**src/rtl/fssd_pkg.sv**
```systemverilog
package fssd_pkg;

  // flow phase
  typedef enum logic [1:0] {
    PH_INIT    = 2'd0,
    PH_HELLO   = 2'd1,
    PH_MESSAGE = 2'd2,
    PH_SERVICE = 2'd3
  } phase_t;

  // verdict codes
  localparam logic [1:0] VERDICT_INPROCESS = 2'd0;
  localparam logic [1:0] VERDICT_NOMATCH   = 2'd1;
  localparam logic [1:0] VERDICT_DETECTED  = 2'd2;
  localparam logic [1:0] VERDICT_RESERVED  = 2'd3;

  // configuration register indexes
  localparam logic CFG_PORT_THRESHOLD   = 1'b0;
  localparam logic CFG_INSPECTION_LIMIT = 1'b1;

  localparam logic [15:0] PORT_THRESHOLD_RST   = 16'd27000;
  localparam logic [7:0]  INSPECTION_LIMIT_RST = 8'd10;
  localparam logic [7:0]  COUNT_MAX            = 8'hff;

  // length tests
  localparam logic [15:0] LEN_START_MIN = 16'd4;   // at or above
  localparam logic [15:0] LEN_HELLO     = 16'd18;  // exact
  localparam logic [15:0] LEN_MSG_OVER  = 16'd8;   // strictly above
  localparam logic [15:0] LEN_QUERY     = 16'd7;   // exact
  localparam logic [15:0] LEN_RESP_OVER = 16'd10;  // strictly above

  // header signatures
  localparam logic [15:0]  MSG_MAGIC  = 16'hfefd;
  localparam logic [103:0] SIG_HELLO  = 104'h626174746c656669656c643200;
  localparam logic [55:0]  SIG_QUERY  = 56'hfefd0900000000;
  localparam logic [79:0]  SIG_RESP_A = 80'h11200001000050b91011;
  localparam logic [79:0]  SIG_RESP_B = 80'h11200001000030b91011;
  localparam logic [79:0]  SIG_RESP_C = 80'h112000010000a0980011;

  // queue
  localparam int unsigned QDEPTH = 4;
  localparam int unsigned QPTR_W = $clog2(QDEPTH);
  localparam int unsigned QCNT_W = $clog2(QDEPTH + 1);

  // classified packet, front to back
  typedef struct packed {
    logic        flow_start;
    logic        len_zero;
    logic        responder;
    logic        start_hit;   // message header start path
    logic        hello_hit;   // hello signature
    logic        long_msg;    // length above eight
    logic        magic_hit;   // bytes 0..1 are the message magic
    logic        sig_hit;     // query or response signature
    logic [15:0] lead_word;   // bytes 0..1
    logic [15:0] msg_id;      // bytes 2..3
  } item_class_t;

endpackage

```
**src/rtl/fssd_front.sv**
```systemverilog
module fssd_front
  import fssd_pkg::*;
(
  input  logic        flow_start,
  input  logic [15:0] packet_length,
  input  logic [15:0] src_port,
  input  logic [15:0] dst_port,
  input  logic        from_responder,
  input  logic [63:0] head_bytes_0_7,
  input  logic [63:0] head_bytes_8_15,
  input  logic [15:0] head_bytes_16_17,
  input  logic [15:0] port_threshold,
  output item_class_t cls
);

  logic         port_ok;
  logic         magic;
  logic [103:0] hello_bytes;
  logic [79:0]  resp_bytes;
  logic         query_hit;
  logic         resp_hit;

  assign port_ok     = (src_port >= port_threshold) || (dst_port >= port_threshold);
  assign magic       = (head_bytes_0_7[63:48] == MSG_MAGIC);
  assign hello_bytes = {head_bytes_0_7[23:0], head_bytes_8_15, head_bytes_16_17};
  assign resp_bytes  = {head_bytes_0_7, head_bytes_8_15[63:48]};

  assign query_hit = (packet_length == LEN_QUERY) && (head_bytes_0_7[63:8] == SIG_QUERY);
  assign resp_hit  = (packet_length > LEN_RESP_OVER) &&
                     ((resp_bytes == SIG_RESP_A) || (resp_bytes == SIG_RESP_B) ||
                      (resp_bytes == SIG_RESP_C));

  always_comb begin
    cls.flow_start = flow_start;
    cls.len_zero   = (packet_length == '0);
    cls.responder  = from_responder;
    cls.start_hit  = port_ok && (packet_length >= LEN_START_MIN) && magic;
    cls.hello_hit  = (packet_length == LEN_HELLO) && (hello_bytes == SIG_HELLO);
    cls.long_msg   = (packet_length > LEN_MSG_OVER);
    cls.magic_hit  = magic;
    cls.sig_hit    = query_hit || resp_hit;
    cls.lead_word  = head_bytes_0_7[63:48];
    cls.msg_id     = head_bytes_0_7[47:32];
  end

endmodule

```
**src/rtl/fssd_queue.sv**
```systemverilog
module fssd_queue
  import fssd_pkg::*;
(
  input  logic        clk,
  input  logic        rst_n,
  input  logic        push,
  input  item_class_t push_item,
  output logic        not_full,
  input  logic        pop,
  output logic        not_empty,
  output item_class_t head_item
);

  item_class_t             entry_r [QDEPTH];
  logic [QPTR_W-1:0]       wptr_r, wptr_nxt;
  logic [QPTR_W-1:0]       rptr_r, rptr_nxt;
  logic [QCNT_W-1:0]       count_r, count_nxt;

  assign not_full  = (count_r != QCNT_W'(QDEPTH));
  assign not_empty = (count_r != '0);
  assign head_item = entry_r[rptr_r];

  always_comb begin
    wptr_nxt  = push ? wptr_r + 1'b1 : wptr_r;
    rptr_nxt  = pop  ? rptr_r + 1'b1 : rptr_r;
    count_nxt = count_r;
    if (push && !pop) begin
      count_nxt = count_r + 1'b1;
    end else if (pop && !push) begin
      count_nxt = count_r - 1'b1;
    end
  end

  always_ff @(posedge clk) begin
    if (!rst_n) begin
      wptr_r  <= '0;
      rptr_r  <= '0;
      count_r <= '0;
    end else begin
      wptr_r  <= wptr_nxt;
      rptr_r  <= rptr_nxt;
      count_r <= count_nxt;
    end
  end

  always_ff @(posedge clk) begin
    if (push) begin
      entry_r[wptr_r] <= push_item;
    end
  end

endmodule

```
**src/rtl/fssd_back.sv**
```systemverilog
module fssd_back
  import fssd_pkg::*;
(
  input  logic        clk,
  input  logic        rst_n,
  input  logic [7:0]  inspection_limit,
  input  logic        item_valid,
  input  item_class_t item,
  output logic        item_pop,
  output logic        out_valid,
  input  logic        out_ready,
  output logic [1:0]  out_verdict
);

  phase_t      phase_r, phase_nxt, phase_eff;
  logic [15:0] msg_id_r, msg_id_nxt, msg_id_eff;
  logic [7:0]  count_r, count_nxt, count_eff, count_inc;
  logic        out_valid_r, out_valid_nxt;
  logic [1:0]  verdict_r, verdict_nxt;
  logic [1:0]  count_verdict;
  logic        echo_hit;

  assign item_pop = item_valid && (!out_valid_r || out_ready);

  // state as seen after an optional flow clear
  assign phase_eff  = item.flow_start ? PH_INIT : phase_r;
  assign msg_id_eff = item.flow_start ? '0 : msg_id_r;
  assign count_eff  = item.flow_start ? '0 : count_r;
  assign count_inc  = (count_eff == COUNT_MAX) ? count_eff : count_eff + 8'd1;
  assign count_verdict = (count_inc >= inspection_limit) ? VERDICT_NOMATCH : VERDICT_INPROCESS;
  assign echo_hit   = item.long_msg && (item.lead_word == msg_id_eff);

  // next state
  always_comb begin
    phase_nxt  = phase_r;
    msg_id_nxt = msg_id_r;
    count_nxt  = count_r;
    if (item_pop) begin
      phase_nxt  = phase_eff;
      msg_id_nxt = msg_id_eff;
      count_nxt  = count_eff;
      if (!item.len_zero) begin
        case (phase_eff)
          PH_INIT: begin
            if (item.start_hit) begin
              phase_nxt  = PH_MESSAGE;
              msg_id_nxt = item.msg_id;
              count_nxt  = count_inc;
            end else if (item.hello_hit) begin
              phase_nxt = PH_HELLO;
              count_nxt = count_inc;
            end
          end
          PH_MESSAGE: begin
            if (echo_hit) begin
              if (!item.responder) begin
                phase_nxt = PH_SERVICE;
                count_nxt = count_inc;
              end
            end else if (item.long_msg && item.magic_hit) begin
              msg_id_nxt = item.msg_id;
              count_nxt  = count_inc;
            end else begin
              phase_nxt = PH_INIT;
              count_nxt = count_inc;
            end
          end
          PH_HELLO: begin
            if (item.sig_hit && !item.responder) begin
              phase_nxt = PH_SERVICE;
              count_nxt = count_inc;
            end
          end
          PH_SERVICE: begin
            if (!item.responder) begin
              count_nxt = count_inc;
            end
          end
          default: begin
            phase_nxt = PH_INIT;
          end
        endcase
      end
    end
  end

  // verdict
  always_comb begin
    verdict_nxt = VERDICT_NOMATCH;
    if (item.len_zero) begin
      verdict_nxt = VERDICT_INPROCESS;
    end else begin
      case (phase_eff)
        PH_INIT: begin
          if (item.start_hit || item.hello_hit) begin
            verdict_nxt = count_verdict;
          end
        end
        PH_MESSAGE: begin
          if (echo_hit && item.responder) begin
            verdict_nxt = VERDICT_DETECTED;
          end else begin
            verdict_nxt = count_verdict;
          end
        end
        PH_HELLO: begin
          if (item.sig_hit) begin
            verdict_nxt = item.responder ? VERDICT_DETECTED : count_verdict;
          end
        end
        PH_SERVICE: begin
          verdict_nxt = item.responder ? VERDICT_DETECTED : count_verdict;
        end
        default: begin
          verdict_nxt = VERDICT_NOMATCH;
        end
      endcase
    end
  end

  always_comb begin
    out_valid_nxt = out_valid_r;
    if (item_pop) begin
      out_valid_nxt = 1'b1;
    end else if (out_ready) begin
      out_valid_nxt = 1'b0;
    end
  end

  always_ff @(posedge clk) begin
    if (!rst_n) begin
      phase_r     <= PH_INIT;
      msg_id_r    <= '0;
      count_r     <= '0;
      out_valid_r <= 1'b0;
    end else begin
      phase_r     <= phase_nxt;
      msg_id_r    <= msg_id_nxt;
      count_r     <= count_nxt;
      out_valid_r <= out_valid_nxt;
    end
  end

  always_ff @(posedge clk) begin
    if (item_pop) begin
      verdict_r <= verdict_nxt;
    end
  end

  assign out_valid   = out_valid_r;
  assign out_verdict = verdict_r;

endmodule

```
**src/rtl/flow_service_signature_detector.sv**
```systemverilog
// Per-flow service classifier: takes one packet summary per cycle while in_ready is high
// and returns one verdict (0 in process, 1 no match, 2 detected) per packet, in order.
// Throughput is one transaction per clock on both sides while out_ready stays high. Each
// accepted packet is registered in the four-entry classification queue and then in the
// verdict register before out_valid rises. The back end updates the single flow state
// once per popped packet. While the output is stalled, up to four more packets are taken
// before in_ready drops. Configuration registers (index 0 port threshold,
// index 1 inspection limit) are written through cfg_we, cfg_index and cfg_wdata; the
// user must write them only while no transaction is in flight, which the block does
// not enforce.
module flow_service_signature_detector
  import fssd_pkg::*;
(
  input  logic        clk,
  input  logic        rst_n,
  // configuration
  input  logic        cfg_we,
  input  logic        cfg_index,
  input  logic [15:0] cfg_wdata,
  // packet summaries
  input  logic        in_valid,
  output logic        in_ready,
  input  logic        in_flow_start,
  input  logic [15:0] in_packet_length,
  input  logic [15:0] in_src_port,
  input  logic [15:0] in_dst_port,
  input  logic        in_from_responder,
  input  logic [63:0] in_head_bytes_0_7,
  input  logic [63:0] in_head_bytes_8_15,
  input  logic [15:0] in_head_bytes_16_17,
  // verdicts
  output logic        out_valid,
  input  logic        out_ready,
  output logic [1:0]  out_verdict
);

  logic [15:0] port_threshold_r, port_threshold_nxt;
  logic [7:0]  inspection_limit_r, inspection_limit_nxt;

  item_class_t front_cls;
  item_class_t head_cls;
  logic        q_push;
  logic        q_not_full;
  logic        q_not_empty;
  logic        q_pop;

  // configuration registers; the user must write them only while idle, the block does not enforce it
  always_comb begin
    port_threshold_nxt   = port_threshold_r;
    inspection_limit_nxt = inspection_limit_r;
    if (cfg_we) begin
      case (cfg_index)
        CFG_PORT_THRESHOLD:   port_threshold_nxt   = cfg_wdata;
        CFG_INSPECTION_LIMIT: inspection_limit_nxt = cfg_wdata[7:0];
        default: begin
          port_threshold_nxt = port_threshold_r;
        end
      endcase
    end
  end

  always_ff @(posedge clk) begin
    if (!rst_n) begin
      port_threshold_r   <= PORT_THRESHOLD_RST;
      inspection_limit_r <= INSPECTION_LIMIT_RST;
    end else begin
      port_threshold_r   <= port_threshold_nxt;
      inspection_limit_r <= inspection_limit_nxt;
    end
  end

  // front end: stateless header compares, one packet per cycle
  fssd_front u_front (
    .flow_start       (in_flow_start),
    .packet_length    (in_packet_length),
    .src_port         (in_src_port),
    .dst_port         (in_dst_port),
    .from_responder   (in_from_responder),
    .head_bytes_0_7   (in_head_bytes_0_7),
    .head_bytes_8_15  (in_head_bytes_8_15),
    .head_bytes_16_17 (in_head_bytes_16_17),
    .port_threshold   (port_threshold_r),
    .cls              (front_cls)
  );

  // input is taken whenever the queue has room
  assign in_ready = q_not_full;
  assign q_push   = in_valid && q_not_full;

  // classification queue decouples the front from the flow state
  fssd_queue u_queue (
    .clk       (clk),
    .rst_n     (rst_n),
    .push      (q_push),
    .push_item (front_cls),
    .not_full  (q_not_full),
    .pop       (q_pop),
    .not_empty (q_not_empty),
    .head_item (head_cls)
  );

  // back end: flow phase, message id, inspection count and verdict register
  fssd_back u_back (
    .clk              (clk),
    .rst_n            (rst_n),
    .inspection_limit (inspection_limit_r),
    .item_valid       (q_not_empty),
    .item             (head_cls),
    .item_pop         (q_pop),
    .out_valid        (out_valid),
    .out_ready        (out_ready),
    .out_verdict      (out_verdict)
  );

`ifndef ASSERT_OFF
  // nothing pending and room for input straight after reset
  a_reset_idle: assert property (@(posedge clk) !rst_n |=> !out_valid && in_ready)
    else $error("block not idle after reset");

  // every entry taken from the queue shows up as a verdict
  a_pop_loads_out: assert property (@(posedge clk) disable iff (!rst_n)
    q_pop |=> out_valid)
    else $error("queue entry popped without a verdict");

  // the reserved verdict code is never produced
  a_verdict_code: assert property (@(posedge clk) disable iff (!rst_n)
    out_valid |-> out_verdict != VERDICT_RESERVED)
    else $error("reserved verdict code on output");

  // a pop only happens when the verdict slot is free or being drained
  a_pop_slot: assert property (@(posedge clk) disable iff (!rst_n)
    q_pop |-> q_not_empty && (!out_valid || out_ready))
    else $error("verdict overwritten before transaction completed");
`endif

endmodule

```
**config.mk**
```make
export PLATFORM = sky130hd
export DESIGN_NAME = flow_service_signature_detector
export DESIGN_NICKNAME = d
export VERILOG_FILES = /design/src/rtl/fssd_pkg.sv /design/src/rtl/fssd_front.sv /design/src/rtl/fssd_queue.sv /design/src/rtl/fssd_back.sv /design/src/rtl/flow_service_signature_detector.sv
export SDC_FILE = /design/constraint.sdc
export NUM_CORES = 1
export LEC_CHECK = 0
export ABC_AREA = 1
export BUFFER_PORTS_ARGS = -buffer_cell sky130_fd_sc_hd__buf_4
export CAP_MARGIN = 20
export CORE_MARGIN = 4
export CORE_UTILIZATION = 45
export CTS_BUF_LIST = sky130_fd_sc_hd__clkbuf_8
export DETAILED_ROUTE_END_ITERATION = 12
export PLACE_DENSITY = 0.68
export RECOVER_POWER = 50
export SYNTH_ARGS = -nofsm -noshare
export SYNTH_HDL_FRONTEND = slang
export SYNTH_SLANG_ARGS = --single-unit
```
**constraint.sdc**
```tcl
create_clock -name clk -period 3.7 [get_ports clk]
set_clock_uncertainty 0.2 [all_clocks]
set_input_delay 0.37 -clock clk [delete_from_list [all_inputs] [get_ports clk]]
set_output_delay 0.37 -clock clk [all_outputs]
set_load 0.02 [all_outputs]
```
# Yosys cells after proc, flatten, opt, wreduce, memory -nomap -nowiden
# Memories as Yosys holds them, arrays and structs flattened. A register that Yosys moved wholly into a read port is not among the register bits.
# Cells that the tools add are included.
# classes
add_sub_neg,5
mul,0
n_div,0
n_lt_le_gt_ge,6
n_eq_ne,14
shift,0
mux,38
bitwise_logic,1
reduce_logical,30
# op_table
operator,n
$eq A80 B77 Y1 const B,3
$eq A104 B103 Y1 const B,1
$mux W16,5
$mux W8,8
$eq A56 B56 Y1 const B,1
$ge A16 B16 Y1,2
$gt A16 B4 Y1 const B,2
$pmux W16 S2,1
$pmux W8 S4,1
$mux W2,14
$eq A16 B16 Y1,1
$eq A16 B16 Y1 const B,1
$eq A16 B3 Y1 const B,1
$eq A16 B5 Y1 const B,1
$ge A16 B3 Y1 const B,1
$logic_not A16 Y1,1
$logic_and A1 B1 Y1,13
$add A8 B1 Y8 const B,1
$eq A8 B8 Y1 const B,1
$ge A8 B8 Y1,1
$pmux W2 S4,1
$logic_or A1 B1 Y1,6
$mux W3,2
$pmux W2 S3,1
other kinds (13),24
# totals
regBits,60
latch_bits,0
ram_bits,160
mem_bits_ro,0
in_bits,216
out_inout_bits,4
wordCells,105
memories,1
# mem_list
memory,depth,width,rd,rd_ports_with_merged_regs,wr,line_no,text
u_queue.entry_r,4,40,1,1,1,fssd_queue.sv:14,item_class_t entry_r [QDEPTH];

# Longest topological paths before layout
# logic_depth
word_depth,8
depth_mapped,25
depth_no_buf,22

# Hierarchy
# From an unflattened synthesis, not the netlist that was laid out.
# unflattened
hier_cells,1673
area_unflattened_um2,13240.2
# by_module_without_submodules
mod,n_inst,cells_each,area_each_um2,seq_area_each_um2
fssd_queue,1,445,6493.7,4984.8
fssd_back,1,713,3761.1,600.6
fssd_front,1,390,2064.5,0.0
flow_service_signature_detector,1,125,920.9,480.5

# Worst setup path after synthesis
# No wires, ideal clock.
# synth_timing
path_kind,reg-to-reg
start,register (tool-made name)
end,"register u_back.verdict_r[0], in the netlist u_back.out_verdict[0], data pin"
setup_time_ns,0.250
arrival_ns,2.812
required_time_ns,3.250
path_slack_ns,0.438
path_stages_with_launch,25
path_buffers,3
synth_period_minus_slack_ns,3.262
path_cell_list,dfxtp_1 -> buf_6 -> inv_6 -> nand2_1 -> nand3_1 -> nand2_1 -> buf_6 -> buf_6 -> inv_1 -> nor2_1 -> ha_1 -> nand2_1 -> nor2_2 -> nand4_2 -> o21ai_1 -> inv_1 -> ha_1 -> a21oi_1 -> o21ai_0 -> nand2_1 -> o2111ai_1 -> nand3b_1 -> nand3_1 -> nand2_1 -> inv_1
# synth_lines
element,line_no,text
end signal: assignment,fssd_back.sv:146,verdict_r <= verdict_nxt;
end: declaration,fssd_back.sv:19,"logic [1:0] verdict_r, verdict_nxt;"

==> run summary <==
The run finished with clean final reports. Die width: 174 um. At the later pin of the worst-skew pair, clock insertion delay measures 0.56 ns. The critical path contains buffers and inverters numbering 4 combined.

For the leakage component of the power, the log shows 6.72 nW. Among cell families on the critical path, the largest total delay comes from simple AND/OR/NAND/NOR gates. In this run, the number of DRC markers left after iteration 0 of detailed routing was 862. For this run, the slowest stage of the critical path takes 0.41 ns.

Global routing finished with a remaining overflow of 0. Setup repair after global routing left no endpoint under its margin. The run gives 0.0735 as the remaining max-slew budget at the tightest pin.

The via-per-instance ratio works out to 5.41. The run gives 5 as the detailed-routing iteration count for the pre-antenna-repair pass. Setup violations remaining at the end of the flow were counted as 0. The average cell area after synthesis works out to 8.34 um2.

Yosys mapped a number of flops with a built-in enable equal to 162. The number of fill cells was 2544. The total negative slack came out at 0 ns. TritonCTS built the clock tree. Post-synth design cell area: 0.0124 mm2. Leaving out fill and tap cells, the most frequent cells in the layout are nand2_1, buf_4, inv_1.

Final hold analysis gives a worst-case slack of 0.0760 ns. For the net count of the mapped netlist, the log shows 1746. The top routing layer in use is met4. The setup path with the least slack is of type flop to flop. During synthesis, Yosys emitted a total of 0 warnings. The area growth from synthesis to layout is 24.5%. Synthesis produced a netlist whose cell count is 1483.

The initialized floorplan defines 60 standard-cell rows. The buffer depth of the longest clock path came out at 3. The number of max-cap violations was 0; the post-route met1 wirelength was 15100 um.

The H-tree was split into 2 levels. The run gives 0 as the final number of max-transition violations. The logs give 0 for the DRC violation count after routing and 0 for the initial antenna violation count. The count of input and output buffers works out to 219. The final critical delay including setup and external delays is 3.38 ns, and the share of the yosys chip area belonging to registers is 0.490. Via count of the first global-routing pass: 11.3k.

Once detailed placement completed, the half-perimeter wirelength came to 26500 um. The detail route stage leaves a number of antenna-violating nets equal to 0. Class of the tightest hold or removal check: input pin to flop. The nature of the critical path startpoint was a flop. Largest net degree at the start of global routing: 61. Based on the critical path, the design can be clocked at up to 0.296 GHz.

The logs give 58200 um for the first-pass GRT wire length and 3.79 ns for the data required time of the critical path. The clock drives 222 sinks. The final RePlAce weighted congestion was 0.971. At the pin with the least slew margin, the transition time is 1.39 ns.

Counting stages on the worst path, the most repeated cell is nand2_1. The number of buffers added by the clock tree synthesis step was 40; the portion of the clock cycle consumed by the worst path in the final layout was 0.915. The run gives 37200 um as the final wirelength.

Clock tree synthesis selected as its root buffer the cell clkbuf_8. The logs give 220 for the number of ports placed on the die boundary and 0.238 for the overall routing resource usage. Hold violation count in the final report: 0. The clock-pin slew of the registers on the worst-case setup and hold paths was 0.06 ns. At the worst endpoint, the arrival time is 3.47 ns.

The worst setup path is captured at a flop. The dominant synthesized flop cell is edfxtp_1. In the detailed route, the total length drawn on met3 is 2370 um.

The repair_antennas step left the layout with diodes totalling 0. On the critical path, the stage with the largest delay is an instance of dfxtp_2. The fraction of final layout cells with drive strength greater than 1 was 0.156.

The floorplan step defined a core boundary enclosing 0.0270 mm2. The number of vias in the routed layout is 11.5k, and the power per cell area is 672 mW/mm2. The net total in the final layout is 2026, and the number of storage elements in the synthesis netlist is 222.

The die is 174 um tall. Traced cell by cell, the critical path runs through inv_6, nand2_1, nand3_1, nand2_1, inv_1, nor2_1, ha_1, nand2_1, nor2_2, nand4_2, o21ai_2, inv_1, ha_1, a21oi_1, o21ai_0, nand2_1, o2111ai_1, nand3b_1, nand3_1, nand2_1, inv_1. For the number of buffers inserted to repair setup after CTS, the log shows 0.

The proportion of register bits with asynchronous set or reset after synthesis was 0. The mean routed wirelength per cell was 17.4 um; the area enclosed by the die boundary was 0.0302 mm2. In this run, distinct cell masters in the synthesized netlist total 50. The sum of met2 wire segment lengths after detailed routing is 18300 um. Leaving out fill and tap cells, the most frequent cell in the layout is nand2_1. The maximum fanout along the worst path was 21; the starting density of the core was 0.458.

The run gives 352 uV as the maximum vdd drop.
tightest hold or removal path, cell delays in order:
cell and delay, ns:
buf_4 0.08, nor4b_1 0.04, nand4_1 0.09, nor4_1 0.08
repair_timing:
action	CTS	global route
hold buffers	51	0
endpoints found under the setup margin	0	1
resized for setup	0	1
endpoints found under the hold margin	161	0
area by class of cell:
cell class | count | area, um2 | share of cell area
clock buffers | 40 | 551 | 0.0358
clock inverters | 32 | 164 | 0.0106
inverters | 169 | 639 | 0.0415
multi-input cells | 1032 | 5360 | 0.348
flip-flops and latches | 222 | 6070 | 0.394
well taps | 341 | 427 | 0.0277
repair buffers | 298 | 2190 | 0.142
synth_stat cells, types with 4 or more instances:
cell type  instances  area share
nand3b_1           6      0.0036
nand4_1           47       0.024
nor2_1            87       0.026
a21oi_1          121       0.049
edfxtp_1         162        0.39
buf_2             15      0.0061
o21ai_0           79       0.032
inv_1            166       0.050
nor4_1            27       0.014
nand2_1          408        0.12
o21ai_1            9      0.0036
xor2_1             7      0.0050
dfxtp_1           60       0.097
o21bai_1           4      0.0024
o211ai_1          19       0.012
nor2_2             5      0.0025
o22ai_1            6      0.0030
ha_1              46       0.047
a32o_1            17       0.014
a31oi_1            4      0.0020
clkbuf_1          31      0.0094
nor3_1             9      0.0036
buf_6              7      0.0064
nand2_2            4      0.0020
nand3_1           96       0.039
power by group:
group / internal (mW) / leakage, nW / switching [mW]
Combinational: 1.58 / 4.36 / 3.37
Sequential: 3.08 / 1.96 / 0.212
Clock: 1.08 / 0.402 / 1.01
final timing paths:
kind                          startpoint  depth (start not counted)                      to  slack, ns
hold reg to reg    inspection_limit_r[6]                          2   inspection_limit_r[6]       0.26
setup / recovery                    flop                         21   u_back.out_verdict[0]       0.32
setup reg to reg                    flop                         21   u_back.out_verdict[0]       0.32
hold / removal    in_head_bytes_8_15[15]                          4  u_queue.entry_r[1][35]       0.08
metrics by stage:
| stage | total power [mW] | setup slack (ns) | util | cells | cell area [um2] |
|---|---|---|---|---|---|
| final | 10.3 | 0.316 | 0.570 | 2134 | 15400 |
| after global routing | 11.1 | 0.0268 | 0.570 | 2134 | 15400 |
| after CTS | 10.4 | 0.267 | 0.577 | 2134 | 15600 |
| after detailed placement | 8.23 | 0.302 | 0.532 | 2011 | 14400 |
| after global placement | 8.18 | 0.419 | 0.532 | 2011 | 14400 |
| after floorplan | 6.79 | 0.438 | - | 1483 | 12400 |
kinds of logic after synthesis:
group | count (synthesis) | synth area share
flip-flops | 222 | 0.490
AND/OR/NAND/NOR | 707 | 0.252
AO/OA/AOI/OAI | 271 | 0.127
buffers and inverters | 229 | 0.0775
XOR/XNOR | 7 | 0.00496
adder cells (fa/ha/maj) | 47 | 0.0482
routing by layer:
layer / GRT usage / vias to the layer above
met5: 0 / -
li1: - / 5670
met2: 0.422 / 467
met3: 0.0364 / 82
met1: 0.293 / 5329
met4: 0.0907 / 0
state kept, by name, summed over array words and instances (netlist names), 2 cells and up, named ones only:
name                cells
u_back.msg_id_r        16
u_back.count_r          8
inspection_limit_r      8
u_queue.wptr_r          2
port_threshold_r       16
u_queue.entry_r       160
u_queue.count_r         3
u_back.phase_r          2
u_back.out_verdict      2
u_queue.rptr_r          2
No activity file was read; power rests on OpenSTA's default activity.
